### src/rtl/core/mct_pkg.sv
// Shared types and codes for the multi-channel compare timer.
package mct_pkg;

    // Operation codes of a command word
    typedef enum logic [1:0] {
        OP_TICK         = 2'd0,
        OP_ABS_ONESHOT  = 2'd1,
        OP_REL_ONESHOT  = 2'd2,
        OP_REPEAT       = 2'd3
    } op_t;

    localparam int TICKS_WIDTH   = 32;
    localparam int CHANNEL_WIDTH = 2;
    localparam int MASK_WIDTH    = 4;

    // Command word
    typedef struct packed {
        logic [1:0]             operation;
        logic [TICKS_WIDTH-1:0] ticks;
    } request_t;

    // Result word
    typedef struct packed {
        logic [CHANNEL_WIDTH-1:0] channel;
        logic                     no_resources;
        logic [MASK_WIDTH-1:0]    fired_mask;
    } result_t;

    // Per-channel control from the top level
    typedef struct packed {
        logic tick;
        logic alloc;
        logic absolute;
        logic repeating;
    } chan_ctrl_t;

endpackage

### src/rtl/core/multi_channel_compare_timer.sv
// Top level of the multi-channel compare timer.
//
// A counter advanced by tick words, with NUM_CHANNELS compare channels. A command word
// on request is taken at a rising edge where start is high and busy is low;
// busy stays low, so a word may be given in every cycle.
// A tick word advances the counter by one; every armed channel whose
// compare value equals the new count fires, a repeating channel adds its
// period, a one-shot channel frees itself. Any other word arms the lowest
// free channel (absolute one-shot, relative one-shot or repeating) or
// reports no_resources.
// Each command word yields one result word on result, marked by done for
// exactly one cycle. The result passes through the input register, then the
// result register. Throughput: one word per cycle, set by the single pass of
// compares, priority encoder and adders between the two registers.
// The receiver cannot stall; results are not held.
// Reset clears the counter and frees every channel; no results are pending.
module multi_channel_compare_timer
    import mct_pkg::*;
#(
    parameter int NUM_CHANNELS = 4,
    parameter int COUNT_WIDTH  = 32
) (
    input  logic     clk,
    input  logic     rst_n,
    input  logic     start,
    output logic     busy,
    input  request_t request,
    output logic     done,
    output result_t  result
);

    localparam int CH_W = (NUM_CHANNELS > 1) ? $clog2(NUM_CHANNELS) : 1;

    logic                    item_valid_reg;
    request_t                item_reg;
    logic [COUNT_WIDTH-1:0]  count_reg;
    logic [COUNT_WIDTH-1:0]  count_next;
    logic                    done_reg;
    result_t                 result_reg;
    result_t                 result_next;

    logic [COUNT_WIDTH-1:0]  count_inc;
    logic [COUNT_WIDTH-1:0]  ticks_c;
    logic [63:0]             ticks_ext;
    logic [COUNT_WIDTH-1:0]  rel_value;
    logic                    is_tick;
    logic                    is_req;
    logic [NUM_CHANNELS-1:0] in_use;
    logic [NUM_CHANNELS-1:0] fired;
    logic                    found;
    logic [CH_W-1:0]         sel;
    logic [15:0]             fired_ext;
    logic [3:0]              sel_ext;

    assign busy = 1'b0;
    assign done   = done_reg;
    assign result = result_reg;

    // Capture the command word
    always_ff @(posedge clk or negedge rst_n)
    begin
        if (!rst_n)
        begin
            item_valid_reg <= 1'b0;
        end
        else
        begin
            item_valid_reg <= start && !busy;
        end
    end

    always_ff @(posedge clk)
    begin
        if (start && !busy)
        begin
            item_reg <= request;
        end
    end

    // Decode and shared arithmetic
    assign is_tick   = item_valid_reg && (op_t'(item_reg.operation) == OP_TICK);
    assign is_req    = item_valid_reg && (op_t'(item_reg.operation) != OP_TICK);
    assign ticks_ext = 64'(item_reg.ticks);
    assign ticks_c   = ticks_ext[COUNT_WIDTH-1:0];
    assign count_inc = count_reg + 1'b1;
    assign rel_value = count_reg + ticks_c;
    assign count_next = is_tick ? count_inc : count_reg;

    // Find the lowest free channel
    always_comb
    begin
        found = 1'b0;
        sel   = '0;
        for (int i = NUM_CHANNELS - 1; i >= 0; i--)
        begin
            if (!in_use[i])
            begin
                found = 1'b1;
                sel   = CH_W'(i);
            end
        end
    end

    // Channels
    for (genvar g = 0; g < NUM_CHANNELS; g++)
    begin : g_chan
        chan_ctrl_t ctrl;

        always_comb
        begin
            ctrl.tick      = is_tick;
            ctrl.alloc     = is_req && found && (sel == CH_W'(g));
            ctrl.absolute  = (op_t'(item_reg.operation) == OP_ABS_ONESHOT);
            ctrl.repeating = (op_t'(item_reg.operation) == OP_REPEAT);
        end

        mct_channel #(
            .COUNT_WIDTH (COUNT_WIDTH)
        ) u_channel (
            .clk       (clk),
            .rst_n     (rst_n),
            .ctrl      (ctrl),
            .count_inc (count_inc),
            .ticks     (ticks_c),
            .rel_value (rel_value),
            .in_use    (in_use[g]),
            .fired     (fired[g])
        );
    end

    // Build the result word
    assign fired_ext = 16'(fired);
    assign sel_ext   = 4'(sel);

    always_comb
    begin
        result_next              = '0;
        result_next.fired_mask   = fired_ext[MASK_WIDTH-1:0];
        if (is_req)
        begin
            result_next.no_resources = !found;
            result_next.channel      = found ? sel_ext[CHANNEL_WIDTH-1:0] : '0;
        end
    end

    // Hold counter and result strobe
    always_ff @(posedge clk or negedge rst_n)
    begin
        if (!rst_n)
        begin
            count_reg <= '0;
            done_reg  <= 1'b0;
        end
        else
        begin
            count_reg <= count_next;
            done_reg  <= item_valid_reg;
        end
    end

    always_ff @(posedge clk)
    begin
        result_reg <= result_next;
    end

endmodule

### src/rtl/core/mct_channel.sv
// One compare channel: compare value, period and its allocation marks.
module mct_channel
    import mct_pkg::*;
#(
    parameter int COUNT_WIDTH = 32
) (
    input  logic                   clk,
    input  logic                   rst_n,
    input  chan_ctrl_t             ctrl,
    input  logic [COUNT_WIDTH-1:0] count_inc,
    input  logic [COUNT_WIDTH-1:0] ticks,
    input  logic [COUNT_WIDTH-1:0] rel_value,
    output logic                   in_use,
    output logic                   fired
);

    logic                   in_use_reg;
    logic                   in_use_next;
    logic                   repeats_reg;
    logic                   repeats_next;
    logic [COUNT_WIDTH-1:0] compare_reg;
    logic [COUNT_WIDTH-1:0] compare_next;
    logic [COUNT_WIDTH-1:0] period_reg;
    logic [COUNT_WIDTH-1:0] period_next;
    logic                   match;

    // Match against the advanced count
    assign match  = in_use_reg && (compare_reg == count_inc);
    assign fired  = ctrl.tick && match;
    assign in_use = in_use_reg;

    // Reload, free or arm the channel
    always_comb
    begin
        in_use_next  = in_use_reg;
        repeats_next = repeats_reg;
        compare_next = compare_reg;
        period_next  = period_reg;
        if (fired)
        begin
            if (repeats_reg)
            begin
                compare_next = compare_reg + period_reg;
            end
            else
            begin
                in_use_next = 1'b0;
            end
        end
        else if (ctrl.alloc)
        begin
            in_use_next  = 1'b1;
            repeats_next = ctrl.repeating;
            period_next  = ticks;
            compare_next = ctrl.absolute ? ticks : rel_value;
        end
    end

    // Hold allocation marks
    always_ff @(posedge clk or negedge rst_n)
    begin
        if (!rst_n)
        begin
            in_use_reg  <= 1'b0;
            repeats_reg <= 1'b0;
        end
        else
        begin
            in_use_reg  <= in_use_next;
            repeats_reg <= repeats_next;
        end
    end

    // Hold compare value and period
    always_ff @(posedge clk)
    begin
        compare_reg <= compare_next;
        period_reg  <= period_next;
    end

endmodule

### config.mk
export PLATFORM = sky130hd
export DESIGN_NAME = multi_channel_compare_timer
export DESIGN_NICKNAME = d
export VERILOG_FILES = /design/src/rtl/core/mct_pkg.sv /design/src/rtl/core/multi_channel_compare_timer.sv /design/src/rtl/core/mct_channel.sv
export SDC_FILE = /design/constraint.sdc
export NUM_CORES = 1
export LEC_CHECK = 0
export BUFFER_PORTS_ARGS = -buffer_cell sky130_fd_sc_hd__buf_2
export CAP_MARGIN = 40
export CELL_PAD_IN_SITES_DETAIL_PLACEMENT = 0
export CELL_PAD_IN_SITES_GLOBAL_PLACEMENT = 1
export CORE_AREA = 2 2 282 284
export DETAILED_ROUTE_END_ITERATION = 8
export DIE_AREA = 0 0 284 286
export PLACE_DENSITY = 0.5
export SLEW_MARGIN = 20
export SYNTH_ARGS = -nofsm -noshare
export SYNTH_HDL_FRONTEND = slang
export SYNTH_SLANG_ARGS = --single-unit
### constraint.sdc
create_clock -name clk -period 7.3 [get_ports clk]
set_input_delay 1.095 -clock clk [delete_from_list [all_inputs] [get_ports clk]]
set_output_delay 1.095 -clock clk [all_outputs]
set_load 0.005 [all_outputs]
After elaboration in Yosys (flattened, before gate mapping)
Index checks and enable logic that the tools add are counted.
{"block": "word_totals", "reg_bits": 339, "inputBits": 37, "output_inout_bits": 9}
{"block": "classes", "n_mux": 33, "n_eq_ne": 17, "reduce_logical": 36, "bitwise_logic": 4, "add_sub_neg": 6}
{"operator": "$mux 32", "count": 13}
{"operator": "$add 32x32->32", "count": 5}
{"operator": "$eq 32x32->1", "count": 4}
{"operator": "$add 32x1->32 const B", "count": 1}
{"operator": "$reduce_and 2->1", "count": 13}
{"operator": "$mux 1", "count": 16}
{"operator": "$ne 2x2->1 const B", "count": 8}
{"operator": "$logic_and 1x1->1", "count": 15}
{"operator": "$reduce_bool 2->1", "count": 5}
{"operator": "$mux 2", "count": 4}
{"operator": "$eq 2x2->1 const B", "count": 3}
{"operator": "$eq 2x1->1 const B", "count": 2}
{"operator": "$logic_not 2->1", "count": 2}
{"operator": "$not 1->1", "count": 4}
{"operator": "$logic_not 1->1", "count": 1}

Depth between registers and ports, before layout
Gate-level depths: netlist of the first run.
{"block": "logic_depth", "depth_word": 8, "depth_mapped": 14, "depth_no_buf": 13}

Modules after synthesis
A second synthesis of the first run with hierarchy kept.
{"block": "unflattened", "hier_cells": 2356, "area_unflattened_um2": 24118.1}
{"module": "mct_channel at g_chan[0].u_channel ...", "area_each_um2": 4845.9, "n_inst": 2, "cells_per_inst": 470, "seq_area_each_um2": 1971.9}
{"module": "mct_channel at g_chan[2].u_channel ...", "area_each_um2": 4818.4, "n_inst": 2, "cells_per_inst": 467, "seq_area_each_um2": 1971.9}
{"module": "multi_channel_compare_timer", "area_each_um2": 4789.6, "n_inst": 1, "cells_per_inst": 482, "seq_area_each_um2": 2011.9}

Least setup slack after synthesis of the first run
OpenSTA, ideal clock, no wires.
{"block": "synth_path", "path_type": "reg-to-reg", "start": "register count_reg[1]", "end": "register g_chan[1].u_channel.compare_reg[0], enable pin", "arrival_time_ns": 4.647, "path_buffers": 1, "path_slack_ns": 2.220, "path_stages_with_launch": 11, "synth_period_minus_slack_ns": 5.080, "required_ns": 6.867, "cell_sequence": "dfrtp_1 > ha_1 > nand4_2 > nor4_2 > xnor2_1 > xnor2_1 > or4_1 > nor4_2 > or4b_4 > buf_6 > o22ai_1"}
{"block": "synth_via", "elab_chain_cells": 6, "word_cells_on_any_way": 7, "classes_between": "1 x add/sub; 2 x eq/ne; 4 x reduce/logical"}
{"item": "start, declared", "line": "multi_channel_compare_timer.sv:36", "source": "logic [COUNT_WIDTH-1:0] count_reg;"}
{"item": "start signal, assigned", "line": "multi_channel_compare_timer.sv:156", "source": "count_reg <= count_next;"}
{"item": "$add 32x1->32 *", "line": "multi_channel_compare_timer.sv:85", "source": "assign count_inc = count_reg + 1'b1;"}
{"item": "$eq 32x32->1 *", "line": "mct_channel.sv:28", "source": "assign match = in_use_reg && (compare_reg == count_inc);"}
{"item": "$logic_and 1x1->1 *", "line": "mct_channel.sv:28"}
{"item": "$logic_and 1x1->1 *", "line": "mct_channel.sv:29", "source": "assign fired = ctrl.tick && match;"}
{"item": "$ne 2x2->1 (no line) or $reduce_bool 2->1 (tied branches)"}
{"item": "$reduce_and 2->1 (no line) *"}
{"item": "end signal, assigned", "line": "mct_channel.sv:77", "source": "compare_reg <= compare_next;"}
{"item": "end, declared", "line": "mct_channel.sv:21", "source": "logic [COUNT_WIDTH-1:0] compare_reg;"}
Every way passes the cells marked *; elsewhere a longest branch is shown, timed or not.
A chain may end at the register's enable or synchronous reset.

Worst setup path in the final report of the first run
{"block": "layout_path", "start": "register count_reg[0]", "end": "register g_chan[3].u_channel.compare_reg[11], enable pin"}
{"block": "layout_via", "elab_chain_cells": 6, "word_cells_on_any_way": 7, "classes_between": "1 x add/sub; 2 x eq/ne; 4 x reduce/logical"}
{"item": "$add 32x1->32 *", "line": "multi_channel_compare_timer.sv:85"}
{"item": "$eq 32x32->1 *", "line": "mct_channel.sv:28"}
{"item": "$logic_and 1x1->1 *", "line": "mct_channel.sv:28"}
{"item": "$logic_and 1x1->1 *", "line": "mct_channel.sv:29"}
{"item": "$ne 2x2->1 (no line) or $reduce_bool 2->1 (tied branches)"}
{"item": "$reduce_and 2->1 (no line) *"}
{"item": "end signal, assigned", "line": "mct_channel.sv:77"}
{"item": "end, declared", "line": "mct_channel.sv:21"}
Marked as above.

==> flow_summary.toml, run 1 <==
[floorplanning]
initial_core_util_pct = 29.6
die_h_um = 286
die_w_um = 284
core_um2 = 78400
design.die.area_um2 = 81200
io_pins = 46
row_count = 103

[timing]
final-setup-viol-count = 0
fin_crit_sh_pct = 72.2
worst_clock_skew_ns = 0.0252
setup_tns_ns = 0
slew_violations = 0
worst_pin_slew_ns = 0.853
rsz0062_at_grt = "no"
hold_viol_final = 0
maxSlewHeadroom_pct = 42.5
timing.fmax_mhz = 190
min_period_ns = 5.27

[final_layout]
area_delta_synth_final_pct = 13.3
drive_above_1_share_pct = 9.24
final_util_pct = 33.5
filler_cell_count = 8050
nets = 2492

[worst_setup_path]
reg2regPathDepth = 12
timing.rr.end = "g_chan[3].u_channel.compare_reg[11]"
r2r-start = "count_reg[0]"
cpMostUsedCell = "buf_4"
crit_path_cell_trace = "ha_1 -> nand4_2 -> or4_4 -> nor4_4 -> xnor2_1 -> xor2_1 -> nand4_1 -> or2_2 -> nor4_2 -> buf_4 -> a21o_2 -> buf_4"
crit_end = "g_chan[3].u_channel.compare_reg[11]"
r2r_slack_ns = 2.03
crit_start = "count_reg[0]"
slowest_delay_ns = 0.62
cp_max_fo = 21
worst_setup_path_end_kind = "flip-flop"
critical_path_class = "flip-flop to flip-flop"
start_kind = "flip-flop"
worstPathArrival_ns = 5.51
cp.required_ns = 7.53
crit_slowest_cell = "dfrtp_1"

[clocking]
htreeDepth = 2
clk_latency_ns = 0.59
clock_path_buffers = 3
clkSinkCount = 339
postCtsSetupRepairBufs = 0
cts_resized = 0
ctsHoldBuffers = 0
cts_buffers = 46
cts_tree = "yes"
clk_pin_slew_ns = 0.06
cts_root_buffer = "clkbuf_16"

[global_routing]
grt_pass1_vias = 17800
grt_antenna_before_repair = 2
grt_overflow = 0
grt_use_total_pct = 21.8
grt_pass1_wl_um = 129000
grt_max_degree = 43

[power_and_ir_drop]
intPower_mw = 3.84
switching_share_pct = 30.1
p_clk_share_pct = 39.1
p_switching_mw = 1.65
vdd_drop_max_v = 0.000170
seqPwrFrac_pct = 43.4
p_comb_share_pct = 17.4
p_per_area_nw_per_um2 = 209
p_total_mw = 5.50
leakage_nw = 10.4

[synth]
synth_cells = 2217
synth_edf_count = 290
synth_top_area_share_pct = 37.5
synthesis.area_um2 = 23200
synth.top_cells.by_count = "290 x edfxtp_1, 163 x nand2_1, 157 x xnor2_1"
synth_top_area_cell = "edfxtp_1"
synth_ff_type = "edfxtp_1"
synth_seq_cells = 339
synth_nets = 2415
yosysMostFrequentCell = "edfxtp_1"
ys_seq_area_share_pct = 42.7
ys_top_cells_by_area = "edfxtp_1 38%, ha_1 8.4%, xnor2_1 5.9%, xor2_1 5.6%, dfrtp_1 4.5%"
postSynthAreaPerCell_um2 = 10.5
synth_cell_type_count = 90
synthArstFlopShare_pct = 12.4
ys_warn_count = 0

[routing]
routed_wl_um = 89400
antenna_left = 0
vias = 18000
drt-initial-drc-count = 1231
drt-wirelength-per-cell_um = 26.5
drc_errors = 0
first_pass_iters = 7
vias_per_cell = 5.33

[run_status]
status = "complete, no violations"

[place]
numPortBuffers = 44
routabilityCongestion = 0.909
dp_hpwl_um = 69700

[run]
maxCapViolCount = 0

[worst_hold_path]
hp-class = "flip-flop to flip-flop"
-- power groups by stage --
stage / Sequential [mW] / Clock, mW / Combinational (mW)
2_1_floorplan: 2.33 / 0 / 0.668
3_3_place_gp: 2.43 / 0 / 0.942
3_5_place_dp: 2.43 / 0 / 0.948
4_1_cts: 2.39 / 2.21 / 0.956
5_1_grt: 2.40 / 2.27 / 1.06
6_report: 2.39 / 2.15 / 0.959
-- per-layer routing --
layer	GRT usage [%]	routed length [um]
met1	29.9	41500
met2	36.8	42400
met3	2.16	3410
met4	5.66	2120
met5	0	0
-- critical path, delay by kind of cell (launching register included) --
family | cells | cell delay, ns
buffers and inverters | 2 | 0.66
xor gates and xnor gates | 2 | 0.59
and+or+nand+nor | 6 | 2.05
AOI/OAI and AO/OA | 1 | 0.43
DFF | 1 | 0.62
adders and majority gates | 1 | 0.51
-- how the worst min path moves through the flow --
stage                         from    to  slack, ns  cells after the start
floorplan           item_valid_reg  done       0.38                      0
global placement    item_valid_reg  done       0.41                      0
detailed placement  item_valid_reg  done       0.40                      0
CTS                 item_valid_reg  done       0.41                      0
global route        item_valid_reg  done       0.43                      0
finish              item_valid_reg  done       0.41                      0
-- area by class of cell --
cell class / count / area (um2) / share of cell area (%)
clock inverters: 23 / 130 / 0.495
flip-flops and latches: 339 / 9900 / 37.7
well taps: 1050 / 1310 / 5.00
multi-input cells: 1758 / 12900 / 49.0
clock buffers: 58 / 1260 / 4.79
inverters: 61 / 229 / 0.871
diodes: 1 / 2.50 / 0.00952
repair buffers: 88 / 564 / 2.15
-- cells by family (layout without fill, tap and decap cells) --
group,after synthesis,count (layout),share of synthesized area (%)
fa+ha+maj,161,161,8.85
other cells,1,2,0.0162
flops,339,339,42.7
buf+inv,120,230,2.18
simple gates,622,622,14.4
mux,115,115,5.07
compound gates,550,550,15.0
xor+xnor,309,309,11.9
-- through the flow --
step                instance area (um2)  hold slack [ns]  std cells  setup slack [ns]
finish                            26300            0.411       3378              2.03
floorplan                         23200            0.379       2217              2.22
detailed placement                24900            0.399       3292              1.99
global placement                  24700            0.408       3277              1.76
global route                      26300            0.435       3377              1.72
CTS                               26300            0.413       3373              1.97
-- layout by cell type, fill, tap and decap left out, types with 45 or more instances in the layout --
cell       Yosys  final
mux2i_1       95     95
nand2_1      163    163
buf_2         22     53
ha_1         156    156
a21o_1        73     72
o21ai_0      133    133
inv_1         61     61
clkbuf_16      0     49
nand3_1       45     45
a21oi_1      151    151
xor2_1       148    148
edfxtp_1     290    290
nor2_1       124    121
xnor2_1      157    157
Note: power is estimated with default switching activity, not from simulation.
==> run 2: changes to the inputs <==
--- a/config.mk
+++ b/config.mk
@@ -5,14 +5,15 @@
 export SDC_FILE = /design/constraint.sdc
 export NUM_CORES = 1
 export LEC_CHECK = 0
+export ABC_AREA = 1
 export BUFFER_PORTS_ARGS = -buffer_cell sky130_fd_sc_hd__buf_2
 export CAP_MARGIN = 40
 export CELL_PAD_IN_SITES_DETAIL_PLACEMENT = 0
 export CELL_PAD_IN_SITES_GLOBAL_PLACEMENT = 1
-export CORE_AREA = 2 2 282 284
+export CORE_AREA = 2 2 296 298
 export DETAILED_ROUTE_END_ITERATION = 8
-export DIE_AREA = 0 0 284 286
-export PLACE_DENSITY = 0.5
+export DIE_AREA = 0 0 298 300
+export PLACE_DENSITY = 0.53
 export SLEW_MARGIN = 20
 export SYNTH_ARGS = -nofsm -noshare
 export SYNTH_HDL_FRONTEND = slang
==> constraint.sdc (replaced) <==
create_clock -name clk -period 5.25 [get_ports clk]
set_input_delay 0.7875 -clock clk [delete_from_list [all_inputs] [get_ports clk]]
set_output_delay 0.7875 -clock clk [all_outputs]
set_load 0.005 [all_outputs]
==> run 2 against run 1 <==
Area after synthesis up 11%. Sequential share of layout area down 3.8 points. Register-to-register slack worse by 1.2 ns. Critical path type unchanged. Largest power group unchanged. Highest routed layer unchanged.
==> flow_summary.toml, run 2 <==
[floorplanning]
design.die.area_um2 = 89400
die_h_um = 300
die_w_um = 298
io_pins = 46
core_um2 = 86200
row_count = 108
initial_core_util_pct = 29.8

[synth]
synth_cells = 3464
yosysMostFrequentCell = "nand2_1"
ys_top_cells_by_area = "edfxtp_1 34%, nand2_1 16%, ha_1 7.6%, inv_1 5.7%, nor2_1 4.9%"
synth_ff_type = "edfxtp_1"
synth_top_area_share_pct = 33.9
synth_top_area_cell = "edfxtp_1"
postSynthAreaPerCell_um2 = 7.41
synth_cell_type_count = 47
synth_nets = 3662
synth_seq_cells = 339
ys_seq_area_share_pct = 38.6
synthesis.area_um2 = 25700
synth_edf_count = 290
synth.top_cells.by_count = "1101 x nand2_1, 391 x inv_1, 332 x nor2_1"
ys_warn_count = 0
synthArstFlopShare_pct = 12.4

[routing]
vias = 24600
drt-initial-drc-count = 2306
routed_wl_um = 124000
drc_errors = 0
antenna_left = 0
drt-wirelength-per-cell_um = 26.0
vias_per_cell = 5.15
first_pass_iters = 6

[final_layout]
final-seq-area_um2 = 9900
multi_input_area_um2 = 14100
design_area_um2 = 29200
final_common_cell = "nand2_1"
final_cell_mix = "1100 x nand2_1, 391 x inv_1, 330 x nor2_1"
filler_cell_count = 9312
nets = 3782
area_delta_synth_final_pct = 13.7
drive_above_1_share_pct = 7.02

[clocking]
cts_buffers = 42
clkSinkCount = 339
cts_tree = "yes"
cts_root_buffer = "clkbuf_16"
htreeDepth = 2
clk_pin_slew_ns = 0.07
clock_path_buffers = 3
postCtsSetupRepairBufs = 0
cts_resized = 0
ctsHoldBuffers = 0
clk_latency_ns = 0.58

[global_routing]
grt_pass1_wl_um = 174000
grt_max_degree = 59
grt_antenna_before_repair = 12
grt_overflow = 0
grt_pass1_vias = 24100
grt_use_total_pct = 27.3

[run]
maxCapViolCount = 0

[worst_setup_path]
worstPathArrival_ns = 4.63
worst_setup_path_end_kind = "flip-flop"
start_kind = "flip-flop"
cp_max_fo = 32
critical_path_class = "flip-flop to flip-flop"
r2r-start = "count_reg[0]"
cp.required_ns = 5.46
crit_start = "count_reg[0]"

[timing]
worst_clock_skew_ns = 0.0166
min_period_ns = 4.42
fin_crit_sh_pct = 84.3
slew_violations = 0
rsz0062_at_grt = "no"
setup_tns_ns = 0
final-setup-viol-count = 0
timing.fmax_mhz = 226
hold_viol_final = 0
maxSlewHeadroom_pct = 36.3
fin_ws_ns = 0.827
worst_pin_slew_ns = 0.946

[power_and_ir_drop]
p_per_area_nw_per_um2 = 354
vdd_drop_max_v = 0.000223
p_total_mw = 10.3
leakage_nw = 12.9

[place]
dpl_cell_area_um2 = 27700
dp_hpwl_um = 101000
numPortBuffers = 44
routabilityCongestion = 0.997
post-place-ws_ns = 0.885

[run_status]
status = "complete, no violations"

[worst_hold_path]
hp-class = "primary input to async pin"
==> run 2: cell count changes in the layout (fill, tap and decap cells not counted), sizes merged, moves of 83 or more <==
cell | before | now
o21ai | 136 | 275
nand3 | 46 | 222
mux2i | 95 | 1
nand2 | 164 | 1117
xnor2 | 157 | 67
xor2 | 150 | 67
nor2 | 125 | 349
inv | 61 | 396
==> run 2: final timing paths <==
check,end,slack (ns),cells after the start
worst min-delay path,g_chan[1].u_channel.repeats_reg,0.32,2
worst max register to register,g_chan[0].u_channel.compare_reg[21],0.83,14
worst min register to register,done,0.42,0
max in group asynchronous,count_reg[26],4.43,2
worst max-delay path,g_chan[0].u_channel.compare_reg[21],0.83,14
min in group clk,ticks_c[1],0.39,1
==> run 2: per-stage QoR <==
stage	util [%]	hold slack, ns	cells
floorplan	-	0.369	3464
global placement	32.0	0.403	4685
detailed placement	32.1	0.408	4692
CTS	33.8	0.323	4770
global route	33.8	0.346	4773
finish	33.9	0.319	4777
==> run 2: final cells by class <==
cell class	count	area share, %
clock buffer	52	3.95
multi-input combinational	2688	48.2
antenna	4	0.0343
tap	1155	4.95
clock inverter	26	1.14
timing repair buffer	118	2.73
inverter	395	5.08
sequential	339	33.9
==> run 2: per-layer routing <==
metal  global-route usage, %  vias to the layer above  share of wire (%)  wire, um
met5                       0                        -                  0         0
met4                    13.0                        0                5.4      6660
met3                    3.04                      210                5.3      6570
met2                    45.8                      812                 46     57600
met1                    35.0                    11700                 43     53200
li1                        -                    11800                  -         -
==> run 2: cells by family (layout without fill, tap and decap cells) <==
| group | count (synthesis) | after routing | share of synthesized area, % |
|---|---|---|---|
| XOR/XNOR | 134 | 134 | 4.57 |
| other | 1 | 5 | 0.0146 |
| adder cells (fa/ha/maj) | 161 | 161 | 8.00 |
| AO/OA/AOI/OAI | 561 | 561 | 12.0 |
| flip-flops | 339 | 339 | 38.6 |
| buffers and inverters | 437 | 591 | 6.75 |
| multiplexers | 1 | 1 | 0.0390 |
| AND/OR/NAND/NOR | 1830 | 1830 | 30.1 |
==> run 2: where the power goes <==
part	switching (mW)	leakage, nW	internal (mW)
registers	0.352	3.26	3.36
clock network	1.26	0.720	1.95
logic	2.33	8.92	1.07
total	3.94	12.9	6.38
==> run 2: critical path: stages (launching register included) <==
cell and delay (ns):
dfrtp_1 0.62, inv_2 0.13, nor2_1 0.32, nand2_1 0.20
nor2_1 0.32, nand3_1 0.40, nand2_1 0.52, xor2_1 0.30
nand3_1 0.19, nor2_2 0.26, nand2_2 0.12, nand2_1 0.09
nand2_1 0.08, inv_1 0.05, buf_4 0.40
==> run 3: changes to the inputs <==
==> constraint.sdc (replaced) <==
create_clock -name clk -period 4.6 [get_ports clk]
set_input_delay 0.69 -clock clk [delete_from_list [all_inputs] [get_ports clk]]
set_output_delay 0.69 -clock clk [all_outputs]
set_load 0.005 [all_outputs]
==> run 3 against run 2 <==
Non-clock buffer count rose by 37. Flip-flop and latch count did not move. Power rose by 13%. Critical path type unchanged.
==> flow_summary.toml, run 3 (synthesis gave the netlist of run 2 again) <==
[floorplanning]
die_w_um = 298
io_pins = 46
row_count = 108
initial_core_util_pct = 29.8
design.die.area_um2 = 89400
core_um2 = 86200
die_h_um = 300

[worst_setup_path]
critical_path_buf_inv_count = 4
crit_slowest_cell = "dfrtp_1"
r2r-start = "count_reg[0]"
cpMostUsedCell = "nand2_1"
worst_setup_path_end_kind = "flip-flop"
crit_path_cell_trace = "ha_1 -> nand2_1 -> nor2_8 -> nand3_2 -> inv_2 -> nand2_1 -> nand2_1 -> nand2_2 -> nand2_1 -> o21ai_0 -> nor2_1 -> nand3_1 -> nor2_2 -> buf_4 -> nand3_1 -> nand2_1 -> inv_1 -> buf_12"
cp_top_family = "simple AND/OR/NAND/NOR gates"
worstPathArrival_ns = 4.76
crit_start = "count_reg[0]"
path_depth = 18
reg2regPathDepth = 18
cp.required_ns = 4.93
critical_path_class = "flip-flop to flip-flop"
cp_max_fo = 32
slowest_delay_ns = 0.59
start_kind = "flip-flop"

[power_and_ir_drop]
p_comb_share_pct = 34.3
p_per_area_nw_per_um2 = 397
p_switching_mw = 4.61
leakage_nw = 13.0
p_clk_share_pct = 29.5
vdd_drop_max_v = 0.000256
seqPwrFrac_pct = 36.2
intPower_mw = 7.05
switching_share_pct = 39.5

[global_routing]
grt_antenna_before_repair = 10
grt_use_total_pct = 27.9
grt_overflow = 0
grt_pass1_vias = 23900
grt_pass1_wl_um = 176000
grt_max_degree = 59

[clocking]
cts_tree = "yes"
htreeDepth = 2
cts_resized = 0
clkSinkCount = 339
clk_latency_ns = 0.61
cts_buffers = 44
ctsHoldBuffers = 1
postCtsSetupRepairBufs = 0
clock_path_buffers = 3
clk_pin_slew_ns = 0.06
cts_root_buffer = "clkbuf_16"

[routing]
vias = 24700
routed_wl_um = 127000
drc_errors = 0
antenna_left = 0
drt-wirelength-per-cell_um = 26.3
drt-initial-drc-count = 2161
first_pass_iters = 6
vias_per_cell = 5.13

[worst_hold_path]
hold_depth = 1
worstHoldStart = "request[5]"
hp-class = "primary input to flip-flop"

[final_layout]
final_common_cell = "nand2_1"
final-seq-area_um2 = 9900
area_delta_synth_final_pct = 14.3
final_cell_mix = "1100 x nand2_1, 391 x inv_1, 330 x nor2_1"
filler_cell_count = 9419
multi_input_area_um2 = 14100
antenna_cells = 0
design_area_um2 = 29300
nets = 3821
drive_above_1_share_pct = 7.90

[timing]
hold_viol_final = 0
rsz0062_at_grt = "no"
setup_tns_ns = 0
timing.fmax_mhz = 226
final-setup-viol-count = 0
fin_crit_sh_pct = 96.2
slew_violations = 0
min_period_ns = 4.43
worst_pin_slew_ns = 0.871
maxSlewHeadroom_pct = 40.3
worst_clock_skew_ns = 0.0240
fin_ws_ns = 0.174

[place]
post-place-ws_ns = 0.264
dp_hpwl_um = 105000
numPortBuffers = 44
dpl_cell_area_um2 = 27900
routabilityCongestion = 0.973

[run_status]
status = "complete, no violations"

[run]
maxCapViolCount = 0
run 3: final cells by class:
type,instances,share of cell area (%)
clock buffer,55,3.97
clock inverter,24,0.729
inverter,395,5.05
multi-input combinational,2688,47.9
sequential,339,33.7
tap,1155,4.93
timing repair buffer,155,3.70
run 3: final timing paths:
path | endpoint | slack, ns
setup / recovery | g_chan[0].u_channel.compare_reg[24] | 0.17
hold / removal | ticks_c[5] | 0.26
setup reg to reg | g_chan[0].u_channel.compare_reg[24] | 0.17
hold reg to reg | done | 0.42
max in group asynchronous | count_reg[15] | 3.20
min in group asynchronous | g_chan[1].u_channel.in_use | 0.52
run 3: metrics by stage:
step	hold WS (ns)	power (mW)	instances	utilization, %
after CTS	0.223	11.7	4810	34.0
after global routing	0.239	12.3	4811	34.0
final	0.258	11.7	4811	34.0
after global placement	0.394	8.25	4724	32.4
after floorplan	0.369	6.56	3464	-
after detailed placement	0.402	8.24	4730	32.4
run 3: power groups by stage:
stage	sequential (mW)	clock, mW	combinational, mW
6_report	4.22	3.44	4.00
4_1_cts	4.21	3.52	3.99
2_1_floorplan	4.05	0	2.51
3_5_place_dp	4.27	0	3.97
5_1_grt	4.25	3.64	4.42
3_3_place_gp	4.27	0	3.98
run 3: worst reg2reg max path: stages (launching register included):
cell	delay, ns
dfrtp_1	0.59
ha_1	0.29
nand2_1	0.19
nor2_8	0.24
nand3_2	0.18
inv_2	0.13
nand2_1	0.06
nand2_1	0.20
nand2_2	0.29
nand2_1	0.35
o21ai_0	0.14
nor2_1	0.11
nand3_1	0.31
nor2_2	0.26
buf_4	0.27
nand3_1	0.15
nand2_1	0.11
inv_1	0.06
buf_12	0.18
run 3: per-layer routing:
metal	track usage [%]	share of wire, %	wire length [um]
met5	0	0	0
met4	13.3	5.4	6860
met1	36.8	44	55500
met3	2.69	5.1	6420
met2	45.9	46	57800
